--- config.mk ---
export PLATFORM = sky130hd
export DESIGN_NAME = length_prefixed_size_codec
export DESIGN_NICKNAME = d
export VERILOG_FILES = /design/src/rtl/lpsc_pkg.sv /design/src/rtl/lpsc_front.sv /design/src/rtl/lpsc_queue.sv /design/src/rtl/lpsc_back.sv /design/src/rtl/length_prefixed_size_codec.sv
export SDC_FILE = /design/constraint.sdc
export NUM_CORES = 1
export LEC_CHECK = 0
export ABC_AREA = 1
export BUFFER_PORTS_ARGS = -buffer_cell sky130_fd_sc_hd__buf_2
export CAP_MARGIN = 10
export CORE_AREA = 2 2 204 206
export DETAILED_ROUTE_END_ITERATION = 6
export DIE_AREA = 0 0 206 208
export PLACE_DENSITY = 0.63
export SLEW_MARGIN = 15
export SYNTH_ARGS = -nofsm -noshare
export SYNTH_HDL_FRONTEND = slang
export SYNTH_SLANG_ARGS = --single-unit
--- constraint.sdc ---
create_clock -name clk -period 7.4 [get_ports clk]
set_input_delay 0.37 -clock clk [delete_from_list [all_inputs] [get_ports clk]]
set_output_delay 0.37 -clock clk [all_outputs]
set_load 0.05 [all_outputs]
--- src/rtl/lpsc_pkg.sv ---
`default_nettype none
// ----------------------------------------------------------------------------
// lpsc_pkg
// shared types and constants of the length-prefixed size codec
// ----------------------------------------------------------------------------
package lpsc_pkg;

	// widest size payload, in bytes (1 to 8)
	localparam int MAX_SIZE_BYTES = 8;

	localparam logic [7:0] SIZE_THRESHOLD = 8'd248;
	localparam logic [7:0] HEADER_BASE    = 8'd247;

	localparam logic MODE_ENCODE = 1'b0;
	localparam logic MODE_DECODE = 1'b1;

	localparam int QUEUE_DEPTH = 2;
	localparam int QUEUE_PTR_W = (QUEUE_DEPTH > 1) ? $clog2(QUEUE_DEPTH) : 1;
	localparam int QUEUE_CNT_W = $clog2(QUEUE_DEPTH + 1);

	typedef struct packed {
		logic [63:0] size_value;
		logic [7:0]  code_byte;
	} in_item_t;

	typedef struct packed {
		logic [7:0]  out_byte;
		logic        out_last;
		logic [63:0] decoded_value;
		logic [3:0]  bytes_used;
	} out_item_t;

	// classified work handed from front to back
	// encode: value is the (saturated) size, count is payload bytes, 0 = single byte
	// decode: value is the decoded size, count is bytes used
	typedef struct packed {
		logic        is_decode;
		logic [63:0] value;
		logic [3:0]  count;
	} job_t;

endpackage
`default_nettype wire

--- src/rtl/lpsc_front.sv ---
`default_nettype none
// ----------------------------------------------------------------------------
// lpsc_front
// accepts input items, sizes encode values and runs the decode collector
// ----------------------------------------------------------------------------
module lpsc_front (
	input  wire                    clk,
	input  wire                    arst_n,
	input  wire                    mode,
	input  wire                    clear,
	input  wire                    in_valid,
	output logic                   in_ready,
	input  lpsc_pkg::in_item_t     in_data,
	input  wire                    job_full,
	output logic                   job_push,
	output lpsc_pkg::job_t         job_data
);
	import lpsc_pkg::*;

	logic [3:0]  rem_q;
	logic [3:0]  pos_q;
	logic [63:0] acc_q;

	logic        accept;
	logic        over;
	logic [63:0] sat_v;
	logic [3:0]  nbytes;
	logic [3:0]  rem_d;
	logic [3:0]  pos_d;
	logic [63:0] acc_d;
	logic        dec_done;
	logic [63:0] dec_value;
	logic [3:0]  dec_used;

	assign in_ready = !job_full;
	assign accept   = in_valid && in_ready;

	// saturate and count significant bytes
	always_comb begin
		over   = 1'b0;
		sat_v  = '0;
		nbytes = '0;
		for (int i = 0; i < 8; i++) begin
			if (i >= MAX_SIZE_BYTES) begin
				over = over | (|in_data.size_value[8*i +: 8]);
			end
		end
		for (int i = 0; i < 8; i++) begin
			if (i < MAX_SIZE_BYTES) begin
				sat_v[8*i +: 8] = over ? 8'hFF : in_data.size_value[8*i +: 8];
			end
		end
		for (int i = 0; i < 8; i++) begin
			if (|sat_v[8*i +: 8]) begin
				nbytes = 4'(i + 1);
			end
		end
		if (sat_v < {56'd0, SIZE_THRESHOLD}) begin
			nbytes = '0;
		end
	end

	// decode collector
	always_comb begin
		rem_d     = rem_q;
		pos_d     = pos_q;
		acc_d     = acc_q;
		dec_done  = 1'b0;
		dec_value = '0;
		dec_used  = '0;
		if (rem_q == 4'd0) begin
			if (in_data.code_byte < SIZE_THRESHOLD) begin
				dec_done  = 1'b1;
				dec_value = {56'd0, in_data.code_byte};
				dec_used  = 4'd1;
			end else begin
				rem_d = 4'(in_data.code_byte - HEADER_BASE);
				pos_d = '0;
				acc_d = '0;
			end
		end else begin
			for (int i = 0; i < 8; i++) begin
				if (i < MAX_SIZE_BYTES && pos_q == 4'(i)) begin
					acc_d[8*i +: 8] = acc_q[8*i +: 8] | in_data.code_byte;
				end
			end
			pos_d = pos_q + 4'd1;
			rem_d = rem_q - 4'd1;
			if (rem_d == 4'd0) begin
				dec_done  = 1'b1;
				dec_value = acc_d;
				dec_used  = pos_d + 4'd1;
				acc_d     = '0;
				pos_d     = '0;
			end
		end
	end

	always_comb begin
		job_push = 1'b0;
		job_data = '0;
		if (mode == MODE_ENCODE) begin
			job_push           = accept;
			job_data.is_decode = 1'b0;
			job_data.value     = sat_v;
			job_data.count     = nbytes;
		end else begin
			job_push           = accept && dec_done;
			job_data.is_decode = 1'b1;
			job_data.value     = dec_value;
			job_data.count     = dec_used;
		end
	end

	always_ff @(posedge clk or negedge arst_n) begin
		if (!arst_n) begin
			rem_q <= '0;
			pos_q <= '0;
			acc_q <= '0;
		end else if (clear) begin
			rem_q <= '0;
			pos_q <= '0;
			acc_q <= '0;
		end else if (accept && mode == MODE_DECODE) begin
			rem_q <= rem_d;
			pos_q <= pos_d;
			acc_q <= acc_d;
		end
	end

endmodule
`default_nettype wire

--- src/rtl/lpsc_queue.sv ---
`default_nettype none
// ----------------------------------------------------------------------------
// lpsc_queue
// short job queue between front and back
// ----------------------------------------------------------------------------
module lpsc_queue (
	input  wire             clk,
	input  wire             arst_n,
	input  wire             push,
	input  lpsc_pkg::job_t  push_data,
	output logic            full,
	input  wire             pop,
	output logic            not_empty,
	output lpsc_pkg::job_t  pop_data
);
	import lpsc_pkg::*;

	job_t                   slot_q [QUEUE_DEPTH];
	logic [QUEUE_PTR_W-1:0] wr_ptr_q;
	logic [QUEUE_PTR_W-1:0] rd_ptr_q;
	logic [QUEUE_CNT_W-1:0] count_q;
	logic                   do_push;
	logic                   do_pop;

	assign full      = (count_q == QUEUE_CNT_W'(QUEUE_DEPTH));
	assign not_empty = (count_q != '0);
	assign do_push   = push && !full;
	assign do_pop    = pop && not_empty;
	assign pop_data  = slot_q[rd_ptr_q];

	always_ff @(posedge clk) begin
		if (do_push) begin
			slot_q[wr_ptr_q] <= push_data;
		end
	end

	always_ff @(posedge clk or negedge arst_n) begin
		if (!arst_n) begin
			wr_ptr_q <= '0;
			rd_ptr_q <= '0;
			count_q  <= '0;
		end else begin
			if (do_push) begin
				wr_ptr_q <= (wr_ptr_q == QUEUE_PTR_W'(QUEUE_DEPTH - 1)) ? '0 : wr_ptr_q + 1'b1;
			end
			if (do_pop) begin
				rd_ptr_q <= (rd_ptr_q == QUEUE_PTR_W'(QUEUE_DEPTH - 1)) ? '0 : rd_ptr_q + 1'b1;
			end
			if (do_push && !do_pop) begin
				count_q <= count_q + 1'b1;
			end else if (do_pop && !do_push) begin
				count_q <= count_q - 1'b1;
			end
		end
	end

endmodule
`default_nettype wire

--- src/rtl/lpsc_back.sv ---
`default_nettype none
// ----------------------------------------------------------------------------
// lpsc_back
// turns jobs into results, one byte a cycle for encoded runs while not stalled
// ----------------------------------------------------------------------------
module lpsc_back (
	input  wire                  clk,
	input  wire                  arst_n,
	input  wire                  job_valid,
	input  lpsc_pkg::job_t       job_data,
	output logic                 job_pop,
	output logic                 out_valid,
	input  wire                  out_ready,
	output lpsc_pkg::out_item_t  out_data
);
	import lpsc_pkg::*;

	logic        busy_q;
	logic [63:0] shift_q;
	logic [3:0]  left_q;
	logic        out_valid_q;
	out_item_t   out_q;

	logic        load;
	out_item_t   next_item;

	assign load      = !out_valid_q || out_ready;
	assign job_pop   = load && !busy_q && job_valid;
	assign out_valid = out_valid_q;
	assign out_data  = out_q;

	always_comb begin
		next_item = '0;
		if (busy_q) begin
			next_item.out_byte = shift_q[7:0];
			next_item.out_last = (left_q == 4'd1);
		end else if (job_data.is_decode) begin
			next_item.out_last      = 1'b1;
			next_item.decoded_value = job_data.value;
			next_item.bytes_used    = job_data.count;
		end else if (job_data.count == 4'd0) begin
			next_item.out_byte = job_data.value[7:0];
			next_item.out_last = 1'b1;
		end else begin
			next_item.out_byte = HEADER_BASE + {4'd0, job_data.count};
			next_item.out_last = 1'b0;
		end
	end

	always_ff @(posedge clk) begin
		if (load && (busy_q || job_valid)) begin
			out_q <= next_item;
		end
		if (load && busy_q) begin
			shift_q <= {8'd0, shift_q[63:8]};
		end else if (job_pop) begin
			shift_q <= job_data.value;
		end
	end

	always_ff @(posedge clk or negedge arst_n) begin
		if (!arst_n) begin
			busy_q      <= 1'b0;
			left_q      <= '0;
			out_valid_q <= 1'b0;
		end else if (load) begin
			out_valid_q <= busy_q || job_valid;
			if (busy_q) begin
				left_q <= left_q - 4'd1;
				busy_q <= (left_q != 4'd1);
			end else if (job_valid && !job_data.is_decode && job_data.count != 4'd0) begin
				left_q <= job_data.count;
				busy_q <= 1'b1;
			end
		end
	end

endmodule
`default_nettype wire

--- src/rtl/length_prefixed_size_codec.sv ---
`default_nettype none
// ----------------------------------------------------------------------------
// length_prefixed_size_codec
// encodes 64-bit sizes into length-prefixed little-endian bytes, or decodes
// such bytes back into sizes, selected by the codec_mode register
// ----------------------------------------------------------------------------
//
//  channel   signals                         moves
//  -------   -----------------------------   --------------------------------
//  cfg       cfg_we, cfg_wdata               codec_mode write, no wait
//  in        in_valid, in_ready, in_data     one size or one code byte
//  out       out_valid, out_ready, out_data  one code byte or one decoded size
//
//  encode: a size below 248 gives one code byte, else a header byte and 1 to
//  8 payload bytes, one byte a cycle out of the back-end serializer while out
//  is not stalled; decode takes a byte a cycle while the job queue is not full
//  first result is registered in the job queue, then in the serializer output
//  register, before it can transfer; reset clears the mode (encode), the decode
//  progress and the job queue; input and output stall on their own: the
//  two-entry job queue decouples the front from the serializer, and in_ready
//  drops only when it is full
module length_prefixed_size_codec (
	input  wire                  clk,
	input  wire                  arst_n,
	input  wire                  cfg_we,
	input  wire                  cfg_wdata,
	input  wire                  in_valid,
	output logic                 in_ready,
	input  lpsc_pkg::in_item_t   in_data,
	output logic                 out_valid,
	input  wire                  out_ready,
	output lpsc_pkg::out_item_t  out_data
);
	import lpsc_pkg::*;

	// mode register, any write also restarts the decode collector
	logic codec_mode_q;

	// front to queue
	logic job_full;
	logic job_push;
	job_t job_in;

	// queue to back
	logic job_valid;
	logic job_pop;
	job_t job_out;

	always_ff @(posedge clk or negedge arst_n) begin
		if (!arst_n) begin
			codec_mode_q <= MODE_ENCODE;
		end else if (cfg_we) begin
			codec_mode_q <= cfg_wdata;
		end
	end

	// classifies each input transfer: sizes get their byte count here,
	// code bytes are collected until a size is complete
	lpsc_front u_front (
		.clk      (clk),
		.arst_n   (arst_n),
		.mode     (codec_mode_q),
		.clear    (cfg_we),
		.in_valid (in_valid),
		.in_ready (in_ready),
		.in_data  (in_data),
		.job_full (job_full),
		.job_push (job_push),
		.job_data (job_in)
	);

	// short job queue so that the front keeps taking input while the
	// serializer is still sending a long run
	lpsc_queue u_queue (
		.clk       (clk),
		.arst_n    (arst_n),
		.push      (job_push),
		.push_data (job_in),
		.full      (job_full),
		.pop       (job_pop),
		.not_empty (job_valid),
		.pop_data  (job_out)
	);

	// serializer with registered output transfer
	lpsc_back u_back (
		.clk       (clk),
		.arst_n    (arst_n),
		.job_valid (job_valid),
		.job_data  (job_out),
		.job_pop   (job_pop),
		.out_valid (out_valid),
		.out_ready (out_ready),
		.out_data  (out_data)
	);

endmodule
`default_nettype wire
# [Word-level counts from Yosys, hierarchy flattened]
# Memories as Yosys holds them, arrays and structs flattened.
# Cells that the tools add are included.
[totals] reg_bits=224 ramBits=138 wordCells=149 n_memories=1
[mem_list] name="u_queue.slot_q" words=2 width=69 read_ports=1 rd_ports_with_merged_regs=0 wr=1 line="lpsc_queue.sv:18" source="job_t slot_q [QUEUE_DEPTH];"
[op_classes] n_addsub=10 magnitude_cmp=2 eq_ne=11 mux=58 bitwise_logic=9 n_reduce_logical=42
[op_table] cell="2-to-1 mux 64 bit" n=7
[op_table] cell="2-to-1 mux 56 bit" n=2
[op_table] cell="2-to-1 mux 4 bit" n=21
[op_table] cell="2-to-1 mux 8 bit" n=10
[op_table] cell="2-to-1 mux 69 bit" n=1
[op_table] cell="< comparator 64 x 8 -> 1 bit (second input constant)" n=1
[op_table] cell="bitwise OR 8 bit" n=8
[op_table] cell="OR reduction 8 bit" n=8
[op_table] cell="2-to-1 mux 9 bit" n=2
[op_table] cell="== test 4 x 3 -> 1 bit (second input constant)" n=4
[op_table] cell="logical NOT 4 bit" n=4
[op_table] cell="logical AND 1 bit" n=13
[op_table] cell="2-to-1 mux 1 bit" n=13
[op_table] cell="nonzero test 2 bit" n=5
[op_table] cell="adder 4 x 1 -> 4 bit (second input constant)" n=2
[op_table] cell="== test 4 x 1 -> 1 bit (second input constant)" n=2
[op_table] cell="== test 4 x 2 -> 1 bit (second input constant)" n=2
[op_table] cell="< comparator 8 bit (second input constant)" n=1
[op_table] cell="subtractor 4 x 1 -> 4 bit (second input constant)" n=2
[op_table] cell="adder 5 x 5 -> 6 bit (first input constant)" n=1
[op_table] cell="logical NOT 1 bit" n=6
[op_table] cell="2-to-1 mux 2 bit" n=2
[op_table] cell="!= test 4 x 1 -> 1 bit (second input constant)" n=1
[op_table] cell="AND reduction 2 bit" n=2
[op_table] cell="other kinds (10)" n=12

# [Depth between registers and ports, before layout]
# Gate-level depths: netlist of run 1.
[logic_depth] ltp_word=11 ltp_mapped=13 depth_no_buf=12

# [Cells and area by module]
# A second synthesis of run 1 with hierarchy kept.
[unflattened] hier_cells=1663 area_unflattened_um2=16392.0
[by_module_without_submodules] module="lpsc_back" n_inst=1 cells_each=534 area_each_um2=6030.8 seq_area_each_um2=4304.1
[by_module_without_submodules] module="lpsc_queue" n_inst=1 cells_each=392 area_each_um2=5258.8 seq_area_each_um2=4244.1
[by_module_without_submodules] module="lpsc_front" n_inst=1 cells_each=732 area_each_um2=5062.4 seq_area_each_um2=1801.7
[by_module_without_submodules] module="length_prefixed_size_codec" n_inst=1 cells_each=5 area_each_um2=40.0 seq_area_each_um2=25.0

# [Worst setup path before layout of run 1]
# OpenSTA, ideal clock, no wires.
[synth_timing] kind="reg2reg" start="reg u_back.out_valid_q, in the netlist u_back.out_valid" end="reg u_back.out_q, in the netlist u_back.out_data[0] (enable)" arrival_ns=6.131 required_ns=6.782 path_slack_ns=0.650 stages_incl_launch_ff=4 cell_sequence="dfrtp_1 > inv_1 > nor2_1 > o21ai_0"
[synth_via] elab_chain_len=3
[synth_rtl] element="from (decl)" line="lpsc_back.sv:21" source="logic out_valid_q;"
[synth_rtl] element="from (signal assigned)" line="lpsc_back.sv:67" source="out_valid_q <= busy_q || job_valid;"
[synth_rtl] element="logical NOT 1 bit" line="lpsc_back.sv:27" source="assign load = !out_valid_q || out_ready;"
[synth_rtl] element="logical OR 1 bit" line="lpsc_back.sv:27"
[synth_rtl] element="logical AND 1 bit" line="lpsc_back.sv:51" source="if (load && (busy_q || job_valid)) begin"
[synth_rtl] element="to (signal assigned)" line="lpsc_back.sv:52" source="out_q <= next_item;"
[synth_rtl] element="to (decl)" line="lpsc_back.sv:22" source="out_item_t out_q;"
# Every way passes these cells.
# A chain may end at the register's enable or synchronous reset.

# [Final worst setup path of run 1]
[layout_timing] start="reg u_front.rem_q[0]" end="reg u_front.acc_q[50]"
[layout_via] elab_chain_len=6 elab_cells_between_ends=9 classes_between="add/sub (1); eq/ne (1); mux (4); reduce/logical (3)"
[layout_rtl] element="from (decl)" line="lpsc_front.sv:20" source="logic [3:0] rem_q;"
[layout_rtl] element="from (signal assigned)" line="lpsc_front.sv:125" source="rem_q <= rem_d;"
[layout_rtl] element="subtractor 4 x 1 -> 4 bit" line="lpsc_front.sv:88" source="rem_d = rem_q - 4'd1;"
[layout_rtl] element="logical NOT 4 bit" line="lpsc_front.sv:89" source="if (rem_d == 4'd0) begin"
[layout_rtl] element="2-to-1 mux 64 bit" line="lpsc_front.sv:89"
[layout_rtl] element="2-to-1 mux 64 bit" line="lpsc_front.sv:71" source="if (rem_q == 4'd0) begin"
[layout_rtl] element="2-to-1 mux 64 bit" line="lpsc_front.sv:124" source="end else if (accept && mode == MODE_DECODE) begin"
[layout_rtl] element="2-to-1 mux 64 bit" line="lpsc_front.sv:120" source="end else if (clear) begin"
[layout_rtl] element="to (signal assigned)" line="lpsc_front.sv:119" source="acc_q <= '0;"
[layout_rtl] element="to (signal assigned)" line="lpsc_front.sv:123" source="acc_q <= '0;"
[layout_rtl] element="to (signal assigned)" line="lpsc_front.sv:127" source="acc_q <= acc_d;"
[layout_rtl] element="to (decl)" line="lpsc_front.sv:22" source="logic [63:0] acc_q;"
# Parallel ways exist; a longest one is shown, timed or not. The select of a mux whose other input is x is not followed.

==> impl_metrics.env, run 1 <==
export IMPL_pin_count=157
export IMPL_ir_worst_vdd_mv=0.2356
export IMPL_critical_path_max_stage_delay_ps=730
export IMPL_r2r_cells=12
export IMPL_path_buf_inv=3
export IMPL_hold_viol=0
export IMPL_cp_depth=12
export IMPL_highest_layer="met4"
export IMPL_first_pass_iters=7
export IMPL_crit_family="buffers and inverters"
export IMPL_p_total_uw=8216
export IMPL_max_freq_mhz=289.1
export IMPL_grt_max_degree=76
export IMPL_yosysTopAreaCellShare_pct=50.69
export IMPL_yosysSeqAreaShare_pct=64.62
export IMPL_crit_fanout=64
export IMPL_worst_pin_slew_ps=1158
export IMPL_holdWs_ps=92.00
export IMPL_synth_common_cells="271 x edfxtp_1, 232 x nand2_1, 113 x nor2_1"
export IMPL_end_kind="flop"
export IMPL_wl_met1_um=17590
export IMPL_remaining_drc_errors=0
export IMPL_die_area_sq_um=42850
export IMPL_start_util_pct=39.59
export IMPL_seqCellArea_sq_um=10380
export IMPL_startpoint="u_front.rem_q[0]"
export IMPL_fin_nets=1616
export IMPL_status="finished clean"
export IMPL_r2r_end="u_front.acc_q[50]"
export IMPL_rsz0062_at_grt="no"
export IMPL_fillers=3693
export IMPL_relSlewSlack_pct=22.83
export IMPL_synth_most_common_cell="edfxtp_1"
export IMPL_setup_violations=0
export IMPL_grt_pass1_vias=10570
export IMPL_wl_met2_um=17790
export IMPL_clock_latency_ps=530
export IMPL_clockBufferDepth=3
export IMPL_r2r_start="u_front.rem_q[0]"
export IMPL_ys_warn_count=0
export IMPL_ff2ff_setup_slack_ps=3940
export IMPL_path_cells="inv_1 > ha_1 > nand2_1 > nor2_2 > nand2_4 > nand2_4 > nor2_4 > nor2_4 > buf_4 > buf_4 > nand2_1 > o21ai_2"
export IMPL_routed_via_count=10850
export IMPL_h_tree_depth=2
export IMPL_dr_first_iter_drc_count=1007
export IMPL_clk_pin_slew_worst_paths_ps=60
export IMPL_die_w_um=206
export IMPL_grt_pass1_wl_um=60450
export IMPL_cts_tree="built"
export IMPL_post_route_period_util_pct=46.75
export IMPL_cts_sink_count=362
export IMPL_synth_area_sq_um=16060
export IMPL_yosysTopAreaCell="edfxtp_1"
export IMPL_cp_arrival_ps=3900
export IMPL_num_rows=74
export IMPL_netlist_instances=1400
export IMPL_crit_type="reg -> reg"
export IMPL_synthDistinctLibCells=41
export IMPL_dieHeight_um=208
export IMPL_ant_nets=0
export IMPL_cp_start_kind="flop"
export IMPL_fin_tns_setup_ps=0
export IMPL_multi_input_area_sq_um=4923
export IMPL_synth_edf_count=271
export IMPL_place_hpwl_um=27690
export IMPL_drive_gt1_share_pct=19.88
export IMPL_p_leak_uw=0.007231
export IMPL_synth_seq_cells=362
export IMPL_fin_crit_ps=3460
export IMPL_port_buffers=156
export IMPL_antenna_found_initial=0
export IMPL_core_area_sq_um=40550
export IMPL_via_per_inst=5.202
export IMPL_synth_nets=1490
export IMPL_powerDensity_nw_per_um2=446.7
export IMPL_finalWirelength_um=39570
export IMPL_overflow=0
export IMPL_drv_cap=0
export IMPL_cts_buffers=38
export IMPL_cp_slowest_cell="buf_4"
export IMPL_hold_class="in -> reg"
export IMPL_synthArstFlopShare_pct=22.93
export IMPL_wl_met3_um=2953
export IMPL_synth_flop_cell="edfxtp_1"
export IMPL_grtUsageTotal_pct=18.44
export IMPL_root_buffer="clkbuf_16"
export IMPL_cts_setup_buffers=0
export IMPL_wl_per_cell_um=18.97
export IMPL_clock_skew_ps=19.44
export IMPL_required_ps=7840
export IMPL_globalplace_congestion=0.8921
export IMPL_fin_util_pct=45.36
export IMPL_post_synth_cell_area_avg_sq_um=11.47
export IMPL_synth_area_leaders="edfxtp_1 51%, dfrtp_1 13%, nand2_1 5.4%"
export IMPL_timing_final_max_slew_violations=0
export IMPL_syn_to_final_growth_pct=14.57
export IMPL_insertedDiodeCount=0
export IMPL_critPathCapture="u_front.acc_q[50]"
registers in the layout, summed over array words and instances (netlist names):
name / cells
u_back.out_valid: 1
u_back.busy_q: 1
u_queue.count_q: 2
u_front.rem_q: 4
u_front.acc_q: 64
u_back.left_q: 4
u_front.pos_q: 4
u_queue.rd_ptr_q: 1
u_queue.slot_q: 138
u_back.shift_q: 64
u_queue.wr_ptr_q: 1
codec_mode_q: 1
u_back.out_data: 77
per-layer routing:
metal / vias to the layer above / track usage (%)
li1: 5159 / -
met1: 5243 / 26.34
met2: 379 / 28.11
met3: 71 / 3.446
met4: 0 / 6.502
met5: - / 0
metrics by stage:
step                      instance area (sq um)  std cells  setup slack, ps
after floorplan                           16060       1400            650.2
after global placement                    17190       2017             4092
after detailed placement                  17190       2017             3987
after CTS                                 18400       2086             3937
after global routing                      18400       2086             3637
final                                     18400       2086             3940
cells in the final DEF (no fill, tap or decap), types with 3 or more instances in the layout:
cell type and n:
edfxtp_1 271, nand2_1 230, buf_2 155, nor2_1 109
o21ai_0 108, inv_1 82, dfrtp_1 82, a21oi_1 79
mux2i_1 64, nand3b_1 63, o21ai_2 53, o22ai_1 46
clkbuf_16 39, nand3_1 25, buf_4 16, o21ai_1 15
ha_1 12, clkbuf_1 12, or2_2 9, nand2_2 8
dfxtp_1 8, clkinv_1 7, nor2_4 7, xor2_1 6
nand4_1 6, xnor2_1 5, inv_2 3, bufinv_16 3
clkinvlp_4 3
final cells by class:
class                           instances  share of cell area [%]
Tap cell                              532                   3.619
Clock buffer                           51                   5.550
Clock inverter                         17                  0.9318
Inverter                               87                   1.789
Timing Repair Buffer                  172                   4.925
Multi-Input combinational cell        865                   26.77
Sequential cell                       362                   56.42
cell families (layout without fill, tap and decap cells):
group	Yosys count	after routing	synth area share, %
buf+inv	173	327	5.073
fa+ha+maj	12	12	0.9351
compound gates	314	314	11.58
simple gates	464	464	13.20
xor+xnor	11	11	0.6000
mux	64	64	3.990
flops	362	362	64.62
power breakdown:
group / internal (uW) / total (uW) / switching, uW / leakage, uW
Clock: 1080 / 1840 / 762 / 0.000568
Combinational: 714 / 3040 / 2320 / 0.00284
Sequential: 3130 / 3340 / 215 / 0.00382
Total: 4920 / 8220 / 3300 / 0.00723
how the worst min path moves through the flow:
stage / to / startpoint / cells after the start
6_report: codec_mode_q / cfg_wdata / 3
5_1_grt: codec_mode_q / cfg_wdata / 3
4_1_cts: codec_mode_q / cfg_wdata / 3
3_5_place_dp: u_back.out_valid / arst_n / 1
3_3_place_gp: u_back.out_valid / arst_n / 1
2_1_floorplan: codec_mode_q / arst_n / 0
worst register-to-register path: cells and delay by family (launching register included):
family | cells | cell delay (ps)
buffers and inverters | 3 | 1440
AND/OR/NAND/NOR | 7 | 1230
flip-flops | 1 | 400
adder cells (fa/ha/maj) | 1 | 190
AO/OA/AOI/OAI | 1 | 100
repair_timing:
item / in CTS / in global routing
gates resized for setup: 0 / 0
hold endpoints to repair: 9 / 0
hold buffers: 1 / 0
endpoints found under the setup margin: 0 / 0
No activity file was read; power rests on OpenSTA's default activity.
==> inputs of run 2 (changes only) <==
==> constraint.sdc (replaced) <==
create_clock -name clk -period 3.4 [get_ports clk]
set_input_delay 0.17 -clock clk [delete_from_list [all_inputs] [get_ports clk]]
set_output_delay 0.17 -clock clk [all_outputs]
set_load 0.05 [all_outputs]
==> impl_metrics.env, run 2 (synthesis gave the netlist of run 1 again) <==
export IMPL_status="finished clean"
export IMPL_hold_viol=0
export IMPL_path_buf_inv=3
export IMPL_start_util_pct=39.59
export IMPL_clk_pin_slew_worst_paths_ps=60
export IMPL_overflow=0
export IMPL_crit_type="reg -> reg"
export IMPL_powerDensity_nw_per_um2=973.1
export IMPL_finalWirelength_um=40260
export IMPL_required_ps=3570
export IMPL_hold_class="in -> reg"
export IMPL_h_tree_depth=2
export IMPL_clock_skew_ps=19.36
export IMPL_fin_util_pct=45.95
export IMPL_crit_fanout=43
export IMPL_port_buffers=156
export IMPL_holdPathStages=3
export IMPL_rsz0062_at_grt="no"
export IMPL_startpoint="u_front.rem_q[0]"
export IMPL_cp_start_kind="flop"
export IMPL_cp_arrival_ps=2900
export IMPL_wl_per_cell_um=19.14
export IMPL_via_per_inst=5.193
export IMPL_ant_nets=0
export IMPL_routed_via_count=10920
export IMPL_grt_pass1_wl_um=60700
export IMPL_fin_crit_ps=2732
export IMPL_die_area_sq_um=42850
export IMPL_p_total_uw=18130
export IMPL_grt_max_degree=121
export IMPL_syn_to_final_growth_pct=16.06
export IMPL_worst_pin_slew_ps=1135
export IMPL_first_pass_iters=7
export IMPL_globalplace_congestion=0.9098
export IMPL_num_rows=74
export IMPL_setup_violations=0
export IMPL_final_common_cell="edfxtp_1"
export IMPL_place_hpwl_um=28080
export IMPL_largest_reg_flops=138
export IMPL_fin_tns_setup_ps=0
export IMPL_core_area_sq_um=40550
export IMPL_cts_sink_count=362
export IMPL_ff2ff_setup_slack_ps=670
export IMPL_critical_path_max_stage_delay_ps=480
export IMPL_cts_setup_buffers=0
export IMPL_drv_cap=0
export IMPL_clock_latency_ps=540
export IMPL_cts_resized=0
export IMPL_grtUsageTotal_pct=18.60
export IMPL_die_w_um=206
export IMPL_regMostFlops="u_queue.slot_q"
export IMPL_ir_worst_vdd_mv=0.5341
export IMPL_antenna_found_initial=0
export IMPL_cts_tree="built"
export IMPL_timing_final_max_slew_violations=0
export IMPL_dr_first_iter_drc_count=1173
export IMPL_crit_family="simple AND/OR/NAND/NOR gates"
export IMPL_r2r_cells=11
export IMPL_fin_nets=1631
export IMPL_drive_gt1_share_pct=20.24
export IMPL_root_buffer="clkbuf_16"
export IMPL_cp_slowest_cell="buf_4"
export IMPL_layout_common_cells="271 x edfxtp_1, 230 x nand2_1, 155 x buf_2, 109 x nor2_1, 108 x o21ai_0"
export IMPL_remaining_drc_errors=0
export IMPL_relSlewSlack_pct=24.06
export IMPL_pin_count=157
export IMPL_dieHeight_um=208
export IMPL_min_to="u_queue.slot_q[0][35]"
export IMPL_max_freq_mhz=366.0
export IMPL_p_leak_uw=0.007341
export IMPL_cts_buffers=38
export IMPL_grt_pass1_vias=10230
export IMPL_insertedDiodeCount=0
export IMPL_hp_start="in_data[39]"
export IMPL_clockBufferDepth=3
export IMPL_end_kind="flop"
export IMPL_r2r_start="u_front.rem_q[0]"
export IMPL_r2r_end="u_queue.slot_q[0][37]"
export IMPL_holdWs_ps=25.50
export IMPL_post_route_period_util_pct=80.35
export IMPL_path_cells="inv_1 > ha_1 > nand2_1 > nor2_2 > nand2_4 > nand2_4 > nor2_1 > nor2_1 > inv_1 > nor2_4 > buf_4"
run 2: cell count changes in the layout (fill, tap and decap cells not counted), sizes merged:
| cell | delta |
|---|---|
| bufinv | +1 |
| buf | +7 |
| inv | +1 |
| clkinv | +1 |
| clkinvlp | -1 |
| dlygate4sd3 | +8 |
run 2: what timing repair did:
item,4_1_cts,5_1_grt
hold endpoints to repair,66,0
hold buffers,9,0
endpoints found under the setup margin,0,0
run 2: worst reg2reg max path, cell delays in order (launching register included):
cell	delay, ps
dfrtp_1	400
inv_1	90
ha_1	180
nand2_1	70
nor2_2	280
nand2_4	150
nand2_4	100
nor2_1	50
nor2_1	250
inv_1	170
nor2_4	120
buf_4	480
run 2: where the power goes:
| part | switching [uW] | internal [uW] | leakage [uW] |
|---|---|---|---|
| Sequential | 589 | 6790 | 0.00382 |
| Clock | 1710 | 2390 | 0.000585 |
| Combinational | 4990 | 1650 | 0.00294 |
| Total | 7290 | 10800 | 0.00734 |
run 2: metrics by stage:
| stage | instances | area [sq um] | worst slack, ps |
|---|---|---|---|
| after detailed placement | 2024 | 17320 | 665.4 |
| after global placement | 2024 | 17320 | 742.0 |
| after CTS | 2103 | 18630 | 655.7 |
| final | 2103 | 18630 | 667.9 |
| after floorplan | 1400 | 16080 | 203.8 |
| after global routing | 2103 | 18630 | 358.4 |
run 2: final cells by class:
| class | instances | area [sq um] |
|---|---|---|
| Clock inverter | 19 | 224.0 |
| Sequential cell | 362 | 10380 |
| Fill cell | 3659 | 21920 |
| Clock buffer | 51 | 999.7 |
| Inverter | 87 | 329.1 |
| Timing Repair Buffer | 187 | 1114 |
| Multi-Input combinational cell | 865 | 4923 |
| Tap cell | 532 | 665.6 |
run 2: per-layer routing:
| layer | share of wire, % | vias to the layer above | global-route usage, % |
|---|---|---|---|
| met2 | 45 | 419 | 27.48 |
| met1 | 46 | 5248 | 28.05 |
| met3 | 6.4 | 66 | 3.008 |
| li1 | - | 5187 | - |
| met4 | 2.6 | 0 | 5.640 |
| met5 | 0 | - | 0 |
run 2: how the worst max path moves through the flow:
stage	to	slack, ps	cells past startpoint
final	u_queue.slot_q[0][37]	670	11
after global routing	u_back.left_q[2]	360	5
after CTS	u_queue.slot_q[0][7]	660	11
after detailed placement	u_queue.slot_q[0][14]	670	11
after global placement	u_queue.slot_q[0][23]	740	11
after floorplan	u_back.out_data[0]	200	3
